[config.mk]
export PLATFORM = sky130hd
export DESIGN_NAME = uart_buffer_flow_control_core
export DESIGN_NICKNAME = d
export VERILOG_FILES = /design/src/rtl/ubfc_pkg.sv /design/src/rtl/ubfc_ctrl.sv /design/src/rtl/ubfc_datapath.sv /design/src/rtl/uart_buffer_flow_control_core.sv
export SDC_FILE = /design/constraint.sdc
export NUM_CORES = 1
export LEC_CHECK = 0
export BUFFER_PORTS_ARGS = -buffer_cell sky130_fd_sc_hd__buf_2
export CAP_MARGIN = 20
export CELL_PAD_IN_SITES_DETAIL_PLACEMENT = 0
export CELL_PAD_IN_SITES_GLOBAL_PLACEMENT = 1
export CORE_MARGIN = 4
export CORE_UTILIZATION = 42
export CTS_CLUSTER_DIAMETER = 120
export DETAILED_ROUTE_END_ITERATION = 12
export PLACE_DENSITY_LB_ADDON = 0.1
export SYNTH_ARGS = -nofsm -noshare
export SYNTH_HDL_FRONTEND = slang
export SYNTH_SLANG_ARGS = --single-unit
[constraint.sdc]
create_clock -name clk_i -period 3.6 [get_ports clk_i]
set_input_delay 0 -clock clk_i [delete_from_list [all_inputs] [get_ports clk_i]]
set_output_delay 0 -clock clk_i [all_outputs]
set_load 0.03 [all_outputs]
[src/rtl/ubfc_pkg.sv]
// Shared types and constants for the UART buffer and flow control block.
`timescale 1ns / 1ps

package ubfc_pkg;

  // Configuration port
  localparam int unsigned CFG_IDX_W  = 3;
  localparam int unsigned CFG_DATA_W = 6;

  localparam logic [CFG_IDX_W-1:0] CFG_CTS_EN    = 3'd0;
  localparam logic [CFG_IDX_W-1:0] CFG_CTS_LEVEL = 3'd1;
  localparam logic [CFG_IDX_W-1:0] CFG_CTS_THR   = 3'd2;
  localparam logic [CFG_IDX_W-1:0] CFG_RTS_EN    = 3'd3;
  localparam logic [CFG_IDX_W-1:0] CFG_RTS_LEVEL = 3'd4;

  localparam logic [CFG_DATA_W-1:0] CTS_THR_RESET = 6'd32;

  // Commands
  localparam logic [2:0] CMD_RX      = 3'd0;
  localparam logic [2:0] CMD_TX_DONE = 3'd1;
  localparam logic [2:0] CMD_WRITE   = 3'd2;
  localparam logic [2:0] CMD_READ    = 3'd3;
  localparam logic [2:0] CMD_PEEK    = 3'd4;

  // Status codes
  localparam logic [2:0] ST_OK       = 3'd0;
  localparam logic [2:0] ST_RX_EMPTY = 3'd1;
  localparam logic [2:0] ST_TX_FULL  = 3'd2;
  localparam logic [2:0] ST_RX_OVF   = 3'd3;
  localparam logic [2:0] ST_RX_ERR   = 3'd4;
  localparam logic [2:0] ST_RTS_HOLD = 3'd5;

  typedef struct packed {
    logic [2:0] cmd;
    logic [7:0] data_in;
    logic [2:0] rx_error_flags;
    logic       tx_reg_free;
    logic       rts_level;
  } in_word_t;

  typedef struct packed {
    logic [7:0] read_byte;
    logic [7:0] tx_byte;
    logic       tx_strobe;
    logic       cts_level;
    logic [5:0] rx_fill;
    logic [5:0] tx_fill;
    logic [2:0] status;
  } out_word_t;

  // Controller to datapath commands
  typedef struct packed {
    logic exec;  // word accepted: update buffers, launch memory reads
    logic load;  // capture result into the output register
  } ctl_t;

endpackage

[src/rtl/ubfc_ctrl.sv]
// Controller: input/output handshake sequencing for the UART buffer block.
`timescale 1ns / 1ps

module ubfc_ctrl (
  input  logic          clk_i,
  input  logic          rst_ni,
  input  logic          in_valid_i,
  input  logic          out_ready_i,
  output logic          in_ready_o,
  output logic          out_valid_o,
  output ubfc_pkg::ctl_t ctl_o
);
  import ubfc_pkg::*;

  typedef enum logic {
    S_IDLE,
    S_FINISH
  } state_e;

  state_e state_q;
  logic   in_ready_q;
  logic   out_valid_q;
  logic   exec;
  logic   load;

  assign exec = in_valid_i & in_ready_q;
  // output register is free, or its word leaves this cycle
  assign load = (state_q == S_FINISH) & (~out_valid_q | out_ready_i);

  always_ff @(posedge clk_i or negedge rst_ni) begin
    if (!rst_ni) begin
      state_q     <= S_IDLE;
      in_ready_q  <= 1'b1;
      out_valid_q <= 1'b0;
    end else begin
      // a word leaving with no new one loading empties the output register
      if (out_valid_q && out_ready_i && !load) begin
        out_valid_q <= 1'b0;
      end
      case (state_q)
        S_IDLE: begin
          if (exec) begin
            state_q    <= S_FINISH;
            in_ready_q <= 1'b0;
          end
        end
        S_FINISH: begin
          if (load) begin
            state_q     <= S_IDLE;
            in_ready_q  <= 1'b1;
            out_valid_q <= 1'b1;
          end
        end
        default: begin
          state_q    <= S_IDLE;
          in_ready_q <= 1'b1;
        end
      endcase
    end
  end

  assign in_ready_o  = in_ready_q;
  assign out_valid_o = out_valid_q;
  assign ctl_o.exec  = exec;
  assign ctl_o.load  = load;

endmodule

[src/rtl/ubfc_datapath.sv]
// Datapath: receive/transmit ring buffers, flow control and configuration registers.
`timescale 1ns / 1ps

module ubfc_datapath #(
  parameter int unsigned RX_DEPTH = 32,
  parameter int unsigned TX_DEPTH = 32
) (
  input  logic                                clk_i,
  input  logic                                rst_ni,
  input  ubfc_pkg::ctl_t                      ctl_i,
  input  ubfc_pkg::in_word_t                  in_data_i,
  input  logic                                cfg_we_i,
  input  logic [ubfc_pkg::CFG_IDX_W-1:0]      cfg_idx_i,
  input  logic [ubfc_pkg::CFG_DATA_W-1:0]     cfg_wdata_i,
  output ubfc_pkg::out_word_t                 out_data_o
);
  import ubfc_pkg::*;

  localparam int unsigned RX_AW   = $clog2(RX_DEPTH);
  localparam int unsigned TX_AW   = $clog2(TX_DEPTH);
  localparam int unsigned RX_CW   = $clog2(RX_DEPTH + 1);
  localparam int unsigned TX_CW   = $clog2(TX_DEPTH + 1);
  localparam int unsigned CMP_W   = (RX_CW > CFG_DATA_W) ? RX_CW : CFG_DATA_W;

  localparam logic [RX_AW-1:0] RX_LAST = RX_AW'(RX_DEPTH - 1);
  localparam logic [TX_AW-1:0] TX_LAST = TX_AW'(TX_DEPTH - 1);
  localparam logic [RX_CW-1:0] RX_FULL = RX_CW'(RX_DEPTH);
  localparam logic [TX_CW-1:0] TX_FULL = TX_CW'(TX_DEPTH);

  // Buffer storage
  logic [7:0] rx_mem [RX_DEPTH];
  logic [7:0] tx_mem [TX_DEPTH];
  logic [7:0] rx_rdata_q;
  logic [7:0] tx_rdata_q;

  // Buffer state
  logic [RX_AW-1:0] rx_head_q, rx_head_d, rx_tail_q, rx_tail_d;
  logic [RX_CW-1:0] rx_count_q, rx_count_d;
  logic [TX_AW-1:0] tx_head_q, tx_head_d, tx_tail_q, tx_tail_d;
  logic [TX_CW-1:0] tx_count_q, tx_count_d;
  logic             cts_q, cts_d;
  logic             rx_we, tx_we;

  // Configuration
  logic                  cts_en_q, cts_en_d;
  logic                  cts_act_q, cts_act_d;
  logic [CFG_DATA_W-1:0] cts_thr_q, cts_thr_d;
  logic                  rts_en_q, rts_en_d;
  logic                  rts_act_q, rts_act_d;

  // Per-word result pieces held until the output register loads
  logic       rd_sel_q, rd_sel_d;
  logic       txq_sel_q, txq_sel_d;
  logic       strobe_q, strobe_d;
  logic [7:0] tx_direct_q, tx_direct_d;
  logic [2:0] status_q, status_d;

  out_word_t out_q;

  logic [RX_CW-1:0] rx_count_inc, rx_count_dec;
  logic             cfg_cts_hit;

  assign rx_count_inc = rx_count_q + RX_CW'(1);
  assign rx_count_dec = rx_count_q - RX_CW'(1);

  always_comb begin
    rx_head_d   = rx_head_q;
    rx_tail_d   = rx_tail_q;
    rx_count_d  = rx_count_q;
    tx_head_d   = tx_head_q;
    tx_tail_d   = tx_tail_q;
    tx_count_d  = tx_count_q;
    cts_d       = cts_q;
    rx_we       = 1'b0;
    tx_we       = 1'b0;
    rd_sel_d    = 1'b0;
    txq_sel_d   = 1'b0;
    strobe_d    = 1'b0;
    tx_direct_d = 8'd0;
    status_d    = ST_OK;

    cts_en_d    = cts_en_q;
    cts_act_d   = cts_act_q;
    cts_thr_d   = cts_thr_q;
    rts_en_d    = rts_en_q;
    rts_act_d   = rts_act_q;
    cfg_cts_hit = 1'b0;

    if (ctl_i.exec) begin
      case (in_data_i.cmd)
        CMD_RX: begin
          if (in_data_i.rx_error_flags != 3'd0) begin
            status_d = ST_RX_ERR;
          end else if (rx_count_q == RX_FULL) begin
            status_d = ST_RX_OVF;
          end else begin
            rx_we      = 1'b1;
            rx_head_d  = (rx_head_q == RX_LAST) ? '0 : rx_head_q + RX_AW'(1);
            rx_count_d = rx_count_inc;
            if (cts_en_q && (CMP_W'(rx_count_inc) >= CMP_W'(cts_thr_q))) begin
              cts_d = 1'b0;
            end
          end
        end
        CMD_TX_DONE: begin
          if (rts_en_q && (in_data_i.rts_level != rts_act_q)) begin
            status_d = ST_RTS_HOLD;
          end else if (tx_count_q != '0) begin
            txq_sel_d  = 1'b1;
            strobe_d   = 1'b1;
            tx_tail_d  = (tx_tail_q == TX_LAST) ? '0 : tx_tail_q + TX_AW'(1);
            tx_count_d = tx_count_q - TX_CW'(1);
          end
        end
        CMD_WRITE: begin
          if (tx_count_q == TX_FULL) begin
            status_d = ST_TX_FULL;
          end else if ((tx_count_q != '0) || !in_data_i.tx_reg_free) begin
            tx_we      = 1'b1;
            tx_head_d  = (tx_head_q == TX_LAST) ? '0 : tx_head_q + TX_AW'(1);
            tx_count_d = tx_count_q + TX_CW'(1);
          end else begin
            // queue empty and transmitter free: bypass the buffer
            tx_direct_d = in_data_i.data_in;
            strobe_d    = 1'b1;
          end
        end
        CMD_READ: begin
          if (rx_count_q == '0) begin
            status_d = ST_RX_EMPTY;
          end else begin
            rd_sel_d   = 1'b1;
            rx_tail_d  = (rx_tail_q == RX_LAST) ? '0 : rx_tail_q + RX_AW'(1);
            rx_count_d = rx_count_dec;
            if (cts_en_q && (CMP_W'(rx_count_dec) < CMP_W'(cts_thr_q))) begin
              cts_d = 1'b1;
            end
          end
        end
        CMD_PEEK: begin
          if (rx_count_q == '0) begin
            status_d = ST_RX_EMPTY;
          end else begin
            rd_sel_d = 1'b1;
          end
        end
        default: begin
        end
      endcase
    end

    if (cfg_we_i) begin
      case (cfg_idx_i)
        CFG_CTS_EN: begin
          cts_en_d    = cfg_wdata_i[0];
          cfg_cts_hit = 1'b1;
        end
        CFG_CTS_LEVEL: begin
          cts_act_d   = cfg_wdata_i[0];
          cfg_cts_hit = 1'b1;
        end
        CFG_CTS_THR: begin
          cts_thr_d   = cfg_wdata_i;
          cfg_cts_hit = 1'b1;
        end
        CFG_RTS_EN:    rts_en_d  = cfg_wdata_i[0];
        CFG_RTS_LEVEL: rts_act_d = cfg_wdata_i[0];
        default: begin
        end
      endcase
      // a CTS register write with CTS enabled re-evaluates the fill level against the threshold
      if (cfg_cts_hit && cts_en_d) begin
        cts_d = CMP_W'(rx_count_q) < CMP_W'(cts_thr_d);
      end
    end
  end

  always_ff @(posedge clk_i or negedge rst_ni) begin
    if (!rst_ni) begin
      rx_head_q  <= '0;
      rx_tail_q  <= '0;
      rx_count_q <= '0;
      tx_head_q  <= '0;
      tx_tail_q  <= '0;
      tx_count_q <= '0;
      cts_q      <= 1'b1;
      cts_en_q   <= 1'b0;
      cts_act_q  <= 1'b0;
      cts_thr_q  <= CTS_THR_RESET;
      rts_en_q   <= 1'b0;
      rts_act_q  <= 1'b0;
    end else begin
      rx_head_q  <= rx_head_d;
      rx_tail_q  <= rx_tail_d;
      rx_count_q <= rx_count_d;
      tx_head_q  <= tx_head_d;
      tx_tail_q  <= tx_tail_d;
      tx_count_q <= tx_count_d;
      cts_q      <= cts_d;
      cts_en_q   <= cts_en_d;
      cts_act_q  <= cts_act_d;
      cts_thr_q  <= cts_thr_d;
      rts_en_q   <= rts_en_d;
      rts_act_q  <= rts_act_d;
    end
  end

  // Memories: one write and one registered read port each
  always_ff @(posedge clk_i) begin
    if (rx_we) begin
      rx_mem[rx_head_q] <= in_data_i.data_in;
    end
    if (ctl_i.exec) begin
      rx_rdata_q <= rx_mem[rx_tail_q];
    end
  end

  always_ff @(posedge clk_i) begin
    if (tx_we) begin
      tx_mem[tx_head_q] <= in_data_i.data_in;
    end
    if (ctl_i.exec) begin
      tx_rdata_q <= tx_mem[tx_tail_q];
    end
  end

  always_ff @(posedge clk_i) begin
    if (ctl_i.exec) begin
      rd_sel_q    <= rd_sel_d;
      txq_sel_q   <= txq_sel_d;
      strobe_q    <= strobe_d;
      tx_direct_q <= tx_direct_d;
      status_q    <= status_d;
    end
  end

  // Output register; buffer state is already updated when this loads
  always_ff @(posedge clk_i) begin
    if (ctl_i.load) begin
      out_q.read_byte <= rd_sel_q ? rx_rdata_q : 8'd0;
      out_q.tx_byte   <= txq_sel_q ? tx_rdata_q : tx_direct_q;
      out_q.tx_strobe <= strobe_q;
      out_q.cts_level <= cts_en_q & (cts_q ? cts_act_q : ~cts_act_q);
      out_q.rx_fill   <= 6'(rx_count_q);
      out_q.tx_fill   <= 6'(tx_count_q);
      out_q.status    <= status_q;
    end
  end

  assign out_data_o = out_q;

endmodule

[src/rtl/uart_buffer_flow_control_core.sv]
// UART receive/transmit ring buffers with RTS/CTS flow control.
//
// Usage:
//   Input channel (in_valid_i/in_ready_o/in_data_i) carries one event word:
//   byte received, transmit complete, software write, read or peek.
//   Output channel (out_valid_o/out_ready_i/out_data_o) returns exactly one
//   result word per event: read byte, byte for the transmit data register
//   with its strobe, CTS line level, both fill counts and a status code.
//   Configuration registers are written through cfg_we_i/cfg_idx_i/cfg_wdata_i
//   with no read-back; write them only while idle.
// Timing:
//   The result is registered twice: the result pieces and memory reads are
//   captured when the event word is accepted, then the output register loads.
//   The load step comes from the registered read port of the buffer memories,
//   and a new event word is taken only after the previous result has loaded.
//   If the receiver stalls, the finished result waits in the datapath and
//   the output register holds its word; no new event is taken until it moves.
// Reset:
//   Pointers and counts clear, CTS is held asserted, configuration returns to
//   its defaults. Buffer contents are undefined until written.
`timescale 1ns / 1ps

module uart_buffer_flow_control_core #(
  parameter int unsigned RX_DEPTH = 32,
  parameter int unsigned TX_DEPTH = 32
) (
  input  logic                            clk_i,
  input  logic                            rst_ni,
  input  logic                            in_valid_i,
  output logic                            in_ready_o,
  input  ubfc_pkg::in_word_t              in_data_i,
  output logic                            out_valid_o,
  input  logic                            out_ready_i,
  output ubfc_pkg::out_word_t             out_data_o,
  input  logic                            cfg_we_i,
  input  logic [ubfc_pkg::CFG_IDX_W-1:0]  cfg_idx_i,
  input  logic [ubfc_pkg::CFG_DATA_W-1:0] cfg_wdata_i
);
  import ubfc_pkg::*;

  ctl_t ctl;

  ubfc_ctrl u_ctrl (
    .clk_i       (clk_i),
    .rst_ni      (rst_ni),
    .in_valid_i  (in_valid_i),
    .out_ready_i (out_ready_i),
    .in_ready_o  (in_ready_o),
    .out_valid_o (out_valid_o),
    .ctl_o       (ctl)
  );

  ubfc_datapath #(
    .RX_DEPTH (RX_DEPTH),
    .TX_DEPTH (TX_DEPTH)
  ) u_datapath (
    .clk_i       (clk_i),
    .rst_ni      (rst_ni),
    .ctl_i       (ctl),
    .in_data_i   (in_data_i),
    .cfg_we_i    (cfg_we_i),
    .cfg_idx_i   (cfg_idx_i),
    .cfg_wdata_i (cfg_wdata_i),
    .out_data_o  (out_data_o)
  );

`ifndef NO_ASSERTIONS
  // one word in flight: an accepted word blocks the input until its result loads
  a_one_in_flight: assert property (@(posedge clk_i) disable iff (!rst_ni)
    (in_valid_i && in_ready_o) |=> !in_ready_o)
    else $error("input accepted while a word is in flight");

  // a transmit strobe only accompanies a successful event
  a_strobe_ok: assert property (@(posedge clk_i) disable iff (!rst_ni)
    (out_valid_o && out_data_o.tx_strobe) |-> (out_data_o.status == ST_OK))
    else $error("tx strobe with non-ok status");

  // no byte is shown to the transmitter without its strobe
  a_tx_byte_idle: assert property (@(posedge clk_i) disable iff (!rst_ni)
    (out_valid_o && !out_data_o.tx_strobe) |-> (out_data_o.tx_byte == 8'd0))
    else $error("tx byte nonzero without strobe");

  // empty-read result never carries data
  a_empty_read: assert property (@(posedge clk_i) disable iff (!rst_ni)
    (out_valid_o && (out_data_o.status == ST_RX_EMPTY)) |-> (out_data_o.read_byte == 8'd0))
    else $error("read byte nonzero on empty receive buffer");
`endif

endmodule

== Word level (Yosys, flattened, before mapping) ==
Memories as Yosys holds them, arrays and structs flattened. A register that Yosys moved wholly into a read port is not among the register bits.
Cells that the tools add are included.

* Reduce and logical (&&, ||, !) cells: 29
* Multiplexer cells: 63
* Add/sub/neg operators: 8
* Equality and inequality tests: 24
* Bitwise gates (word level): 13
* Magnitude comparators: 3

{| class="wikitable"
|+ Operator list
! cell !! count
|-
| 6-bit two-way mux || 9
|-
| 1-bit two-way mux || 38
|-
| 6-bit one-hot mux with 2 select lines || 2
|-
| 5-bit by 1-bit adder with 5-bit output (second input constant) || 4
|-
| 5-bit equality test (second input constant) || 4
|-
| 5-bit two-way mux || 4
|-
| 6-bit by 1-bit adder with 6-bit output (second input constant) || 2
|-
| 3-bit by 2-bit equality test with 1-bit output (second input constant) || 4
|-
| 6-bit equality test (second input constant) || 2
|-
| 6-bit < comparator || 2
|-
| 2-bit != test (second input constant) || 6
|-
| 3-bit one-hot mux with 4 select lines || 1
|-
| 4-bit AND reduction || 3
|-
| 6-bit by 1-bit subtractor with 6-bit output (second input constant) || 2
|-
| 1-bit inverter || 9
|-
| 8-bit two-way mux || 1
|-
| 1-bit one-hot mux with 2 select lines || 4
|-
| 2-bit AND reduction || 4
|-
| 3-bit by 1-bit equality test with 1-bit output (second input constant) || 2
|-
| 3-bit equality test (second input constant) || 2
|-
| 6-bit >= comparator || 1
|-
| 1-bit logical AND || 6
|-
| 3-bit zero test || 2
|-
| 6-bit zero test || 1
|-
| 16 further kinds || 25
|}

* Register bits: 93
* Word-level logic and storage cells: 169
* Memories kept: 2
* RAM bits: 512

{| class="wikitable"
|+ Memories
! name !! depth !! bits a word !! rd ports !! clocked after memory_dff !! wr ports !! line !! text
|-
| u_datapath.rx_mem || 32 || 8 || 1 || 1 || 1 || ubfc_datapath.sv:31 || <nowiki>logic [7:0] rx_mem [RX_DEPTH];</nowiki>
|-
| u_datapath.tx_mem || 32 || 8 || 1 || 1 || 1 || ubfc_datapath.sv:32 || <nowiki>logic [7:0] tx_mem [TX_DEPTH];</nowiki>
|}

== Depth between registers and ports, before layout ==
* Word-level depth: 10
* Mapped depth: 10

== Modules after synthesis ==
A second synthesis with hierarchy kept.

* Cell total of the unflattened synthesis: 1267
* Area total of the unflattened synthesis: 25115.3 µm²

{| class="wikitable"
|+ Modules (own cells, without submodules)
! module !! area an instance (µm²) !! instances !! cells an instance
|-
| ubfc_datapath || 24972.7 || 1 || 1254
|-
| ubfc_ctrl || 142.6 || 1 || 13
|}

== Worst setup path before layout ==
No wires, ideal clock.

* Kind: register -> register
* Start point: register u_datapath.rx_count_q[0]
* End point: memory u_datapath.rx_mem[11][0], enable pin
* Arrival time: 2.178 ns
* Slack: 1.051 ns
* Cell stages (with the launch flop): 9
* Clock period less this slack: 2.549 ns
* Cell sequence: dfrtp_1 inv_1 ha_1 or4b_1 clkbuf_1 o211ai_1 nor2_1 nand2_1 nor2_1

* Word-level cells in the longest chain between the ends: 7

{| class="wikitable"
|+ Ends and longest elaborated chain
! what !! line !! text
|-
| start, declared || ubfc_datapath.sv:38 || <nowiki>logic [RX_CW-1:0] rx_count_q, rx_count_d;</nowiki>
|-
| start signal, assigned || ubfc_datapath.sv:195 || <nowiki>rx_count_q <= rx_count_d;</nowiki>
|-
| 6-bit equality test || ubfc_datapath.sv:94 || <nowiki>end else if (rx_count_q == RX_FULL) begin</nowiki>
|-
| 1-bit two-way mux || ubfc_datapath.sv:94 ||
|-
| 1-bit two-way mux || ubfc_datapath.sv:92 || <nowiki>if (in_data_i.rx_error_flags != 3'd0) begin</nowiki>
|-
| 1-bit two-way mux || ubfc_datapath.sv:90 || <nowiki>case (in_data_i.cmd)</nowiki>
|-
| 1-bit two-way mux || ubfc_datapath.sv:89 || <nowiki>if (ctl_i.exec) begin</nowiki>
|-
| 1-bit two-way mux || ubfc_datapath.sv:210 || <nowiki>if (rx_we) begin</nowiki>
|-
| 1-bit two-way mux (not written as such) || ubfc_datapath.sv:211 || <nowiki>rx_mem[rx_head_q] <= in_data_i.data_in;</nowiki>
|-
| end, declared || ubfc_datapath.sv:31 ||
|}

No other way between the ends.

== Worst setup path in the final report ==
* Start point: register u_datapath.rx_count_q[0]
* End point: memory u_datapath.rx_mem[0][1], enable pin

Same word-level chain as after synthesis.

==> run summary <==
Outcome = finished clean
Clock-pin slew on the worst setup and hold paths = 0.06 ns
Max Slew Vio Count = 0
Post-route DRC = 0
Most used DFF post-synth = edfxtp_1
IO buf count = 64
Post-synth ARST share = 0.07407
Initial detailed-routing violation count = 918
Max clock buf depth = 3
#FFs+latches synth = 621
Commonest cells post-synth = 575 x edfxtp_1, 136 x mux4_2, 101 x nor2_1
Routed WL = 58.24 mm
Finished Core Util = 0.4910
Share of cells above drive strength 1 = 0.2690
Crit path launch type = flop
Final Cell Area = 0.02903 mm²
Most frequent cell after synthesis = edfxtp_1
Hold Crit Class = in -> reg
Hpwl dp = 36.01 mm
Post-DP Area = 0.02664 mm²
CP required = 3.82 ns
I/O pin total = 65
Worst EP arrival = 3.65 ns
Die height = 252.8 µm
Initial Util = 0.4256
First drt pass iteration count = 5
CTS tree = yes
LEAKAGE = 9.516 nW
Initial antenna violation count = 0
H-tree levels = 3
Worst Setup Path Type = reg -> reg
Largest net degree at the start of global routing = 68
First-pass GRT wire length = 87.16 mm
CP cell instances = inv_1, ha_1, or4b_1, o211ai_1, nor2_1, nand2_1, nor2_1
Worst slew margin = 0.3535
Final-report hold violation count = 0
Setup Fix Bufs, Post-CTS = 0
Post-layout min period = 3.427 ns
Crit path largest cell delay = 0.70 ns
Critical Path Sink Type = flop
Synth Warn # = 0
EDFF count, synth = 575
Least-Margin Pin Slew = 0.9697 ns
Via count = 12.58k
Maximum vdd drop = 0.3186 mV
Final ANT Viol Nets = 0
Mapped Avg Cell Area = 18.99 µm²
Clk_skew = 0.03009 ns
Post-route clock period utilization = 0.9520
Gr usage total = 0.1849
Clock Latency Late Sink = 0.61 ns
Top cells by area, synth = edfxtp_1 69%, mux4_2 12%, dfrtp_1 4.3%, ha_1 1.8%, nor2_1 1.5%
Area share of the largest cell type after synthesis = 0.6861
GPL Wtd Cong = 0.7822
Pwr Density = 515.1 mW/mm²
Core Box Area = 0.05913 mm²
Fin nets = 1542
CTS Root Cell = clkbuf_16
Vias/cell = 5.468
Syn Inst Count = 1325
Sequential share of the synthesized area = 0.7320
GRT overflow = 0
Post-synth cell types = 57
# diodes = 0
Max frequency = 291.8 MHz
Vias in the first global route = 12.95k
Critical path fanouts, max = 8
RSZ-0062 raised after global routing = yes
CTS buffer count = 68
Layout area overhead = 15.36%
Synth Cell Area = 0.02517 mm²
Fill cell count = 4844
Chip width = 252.8 µm
Leading area contributor after synthesis = edfxtp_1
Net Count, Synth = 1392
Final setup vio count = 0
Cell mode on critical path = nor2_1
Routed len/inst = 25.31 µm
Post-Layout Cell Count = 2301
Max Cap Viol = 0
Die area = 0.06390 mm²
DP Cell Count = 2156
TritonCTS Sinks = 621
# rows = 89
CP max stage cell = nor2_1
==> worst paths after layout <==
path                                                      start  slack, ns  depth (start not counted)                                  end
setup / recovery           u_datapath.rx_count_q[0]$_DFFE_PN0P_       0.17                          7    u_datapath.rx_mem[0][1]$_DFFE_PP_
hold / removal                                     in_data_i[7]       0.02                          1   u_datapath.rx_mem[14][2]$_DFFE_PP_
setup reg to reg           u_datapath.rx_count_q[0]$_DFFE_PN0P_       0.17                          7    u_datapath.rx_mem[0][1]$_DFFE_PP_
hold reg to reg                   u_datapath.strobe_q$_DFFE_PP_       0.42                          0  u_datapath.out_data_o[16]$_DFFE_PP_
max in group asynchronous                                rst_ni       2.71                          3  u_datapath.rx_tail_q[0]$_DFFE_PN0P_
min in group asynchronous                                rst_ni       0.06                          2  u_datapath.tx_head_q[2]$_DFFE_PN0P_
==> per-layer routing <==
layer	vias up	wire length [µm]	part of all wire	global-route usage
met5	-	0	0	0
met4	0	1186	0.020	0.05280
li1	5624	-	-	-
met1	6562	26840	0.46	0.2741
met2	320	27150	0.47	0.2850
met3	77	3064	0.053	0.03318
==> sequential cells by signal, summed over array words and instances (netlist names), 6 cells and up <==
signal	flops
u_datapath.tx_direct_q	8
u_datapath.out_data_o	33
u_datapath.tx_count_q	6
u_datapath.tx_rdata_q	8
u_datapath.rx_mem	256
u_datapath.rx_count_q	6
u_datapath.tx_mem	256
u_datapath.cts_thr_q	6
u_datapath.rx_rdata_q	8
==> where the power goes <==
part	internal [mW]	switching (mW)
combinational	0.0998	0.223
clock	3.86	2.84
sequential	7.90	0.0203
total	11.9	3.09
==> area by class of cell <==
cell class                 count  area (µm²)  share of cell area
clock buffer                  83        1788             0.06159
sequential                   621       18430              0.6349
tap                          773       967.2             0.03332
multi-input combinational    624        6384              0.2199
timing repair buffer         141        1013             0.03491
clock inverter                40       375.4             0.01293
inverter                      19       71.32            0.002457
==> metrics by stage <==
| stage | hold slack (ns) | setup WS (ns) | setup TNS (ns) | power (mW) |
|---|---|---|---|---|
| floorplan | -0.2956 | 1.052 | 0 | 8.186 |
| global placement | 0.1877 | 0.2506 | 0 | 8.379 |
| detailed placement | 0.1930 | 0.1481 | 0 | 8.383 |
| CTS | 0.02797 | 0.1785 | 0 | 15.14 |
| global route | 0.04932 | -0.04935 | -0.9152 | 15.49 |
| finish | 0.02005 | 0.1728 | 0 | 14.95 |
==> worst max-delay path, delay by kind of cell (launching register included) <==
kind	cells	cell delay [ns]
adder cells (fa/ha/maj)	1	0.27
AND/OR/NAND/NOR	4	2.10
AO/OA/AOI/OAI	1	0.14
buffers and inverters	1	0.11
flip-flops	1	0.45
==> cells in the final DEF, fill, tap and decap left out, types with 9 or more instances in the layout <==
cell type and n:
a211oi_1 18, a21oi_1 22, and2_1 20, buf_2 60, buf_4 55, clkbuf_1 12
clkbuf_16 68, clkinv_1 10, clkinv_2 14, dfrtp_1 39, dlygate4sd3_1 22, edfxtp_1 575
ha_1 36, inv_1 16, mux2_1 14, mux2_2 33, mux2i_1 12, mux4_2 136
nand2_1 52, nand3_1 13, nand3b_1 9, nor2_1 98, nor2b_1 18, nor3_1 9
o211ai_1 11, o21ai_1 16, or4_1 10, xnor2_1 10, xor2_1 9
==> kinds of logic after synthesis <==
| kind of cell | Yosys count | share of synthesized area |
|---|---|---|
| DFF | 621 | 0.7320 |
| AOI/OAI and AO/OA | 107 | 0.02819 |
| and+or+nand+nor | 266 | 0.05235 |
| adders and majority gates | 37 | 0.01869 |
| buffers and inverters | 80 | 0.01462 |
| xor gates and xnor gates | 19 | 0.006613 |
| muxes | 195 | 0.1475 |
==> timing repair <==
item / 4_1_cts / 5_1_grt
setup endpoints to repair: 0 / 38
gates resized for setup: 0 / 3
hold buffers: 22 / 0
hold endpoints to repair: 48 / 0
(Power assumes the default switching activity.)
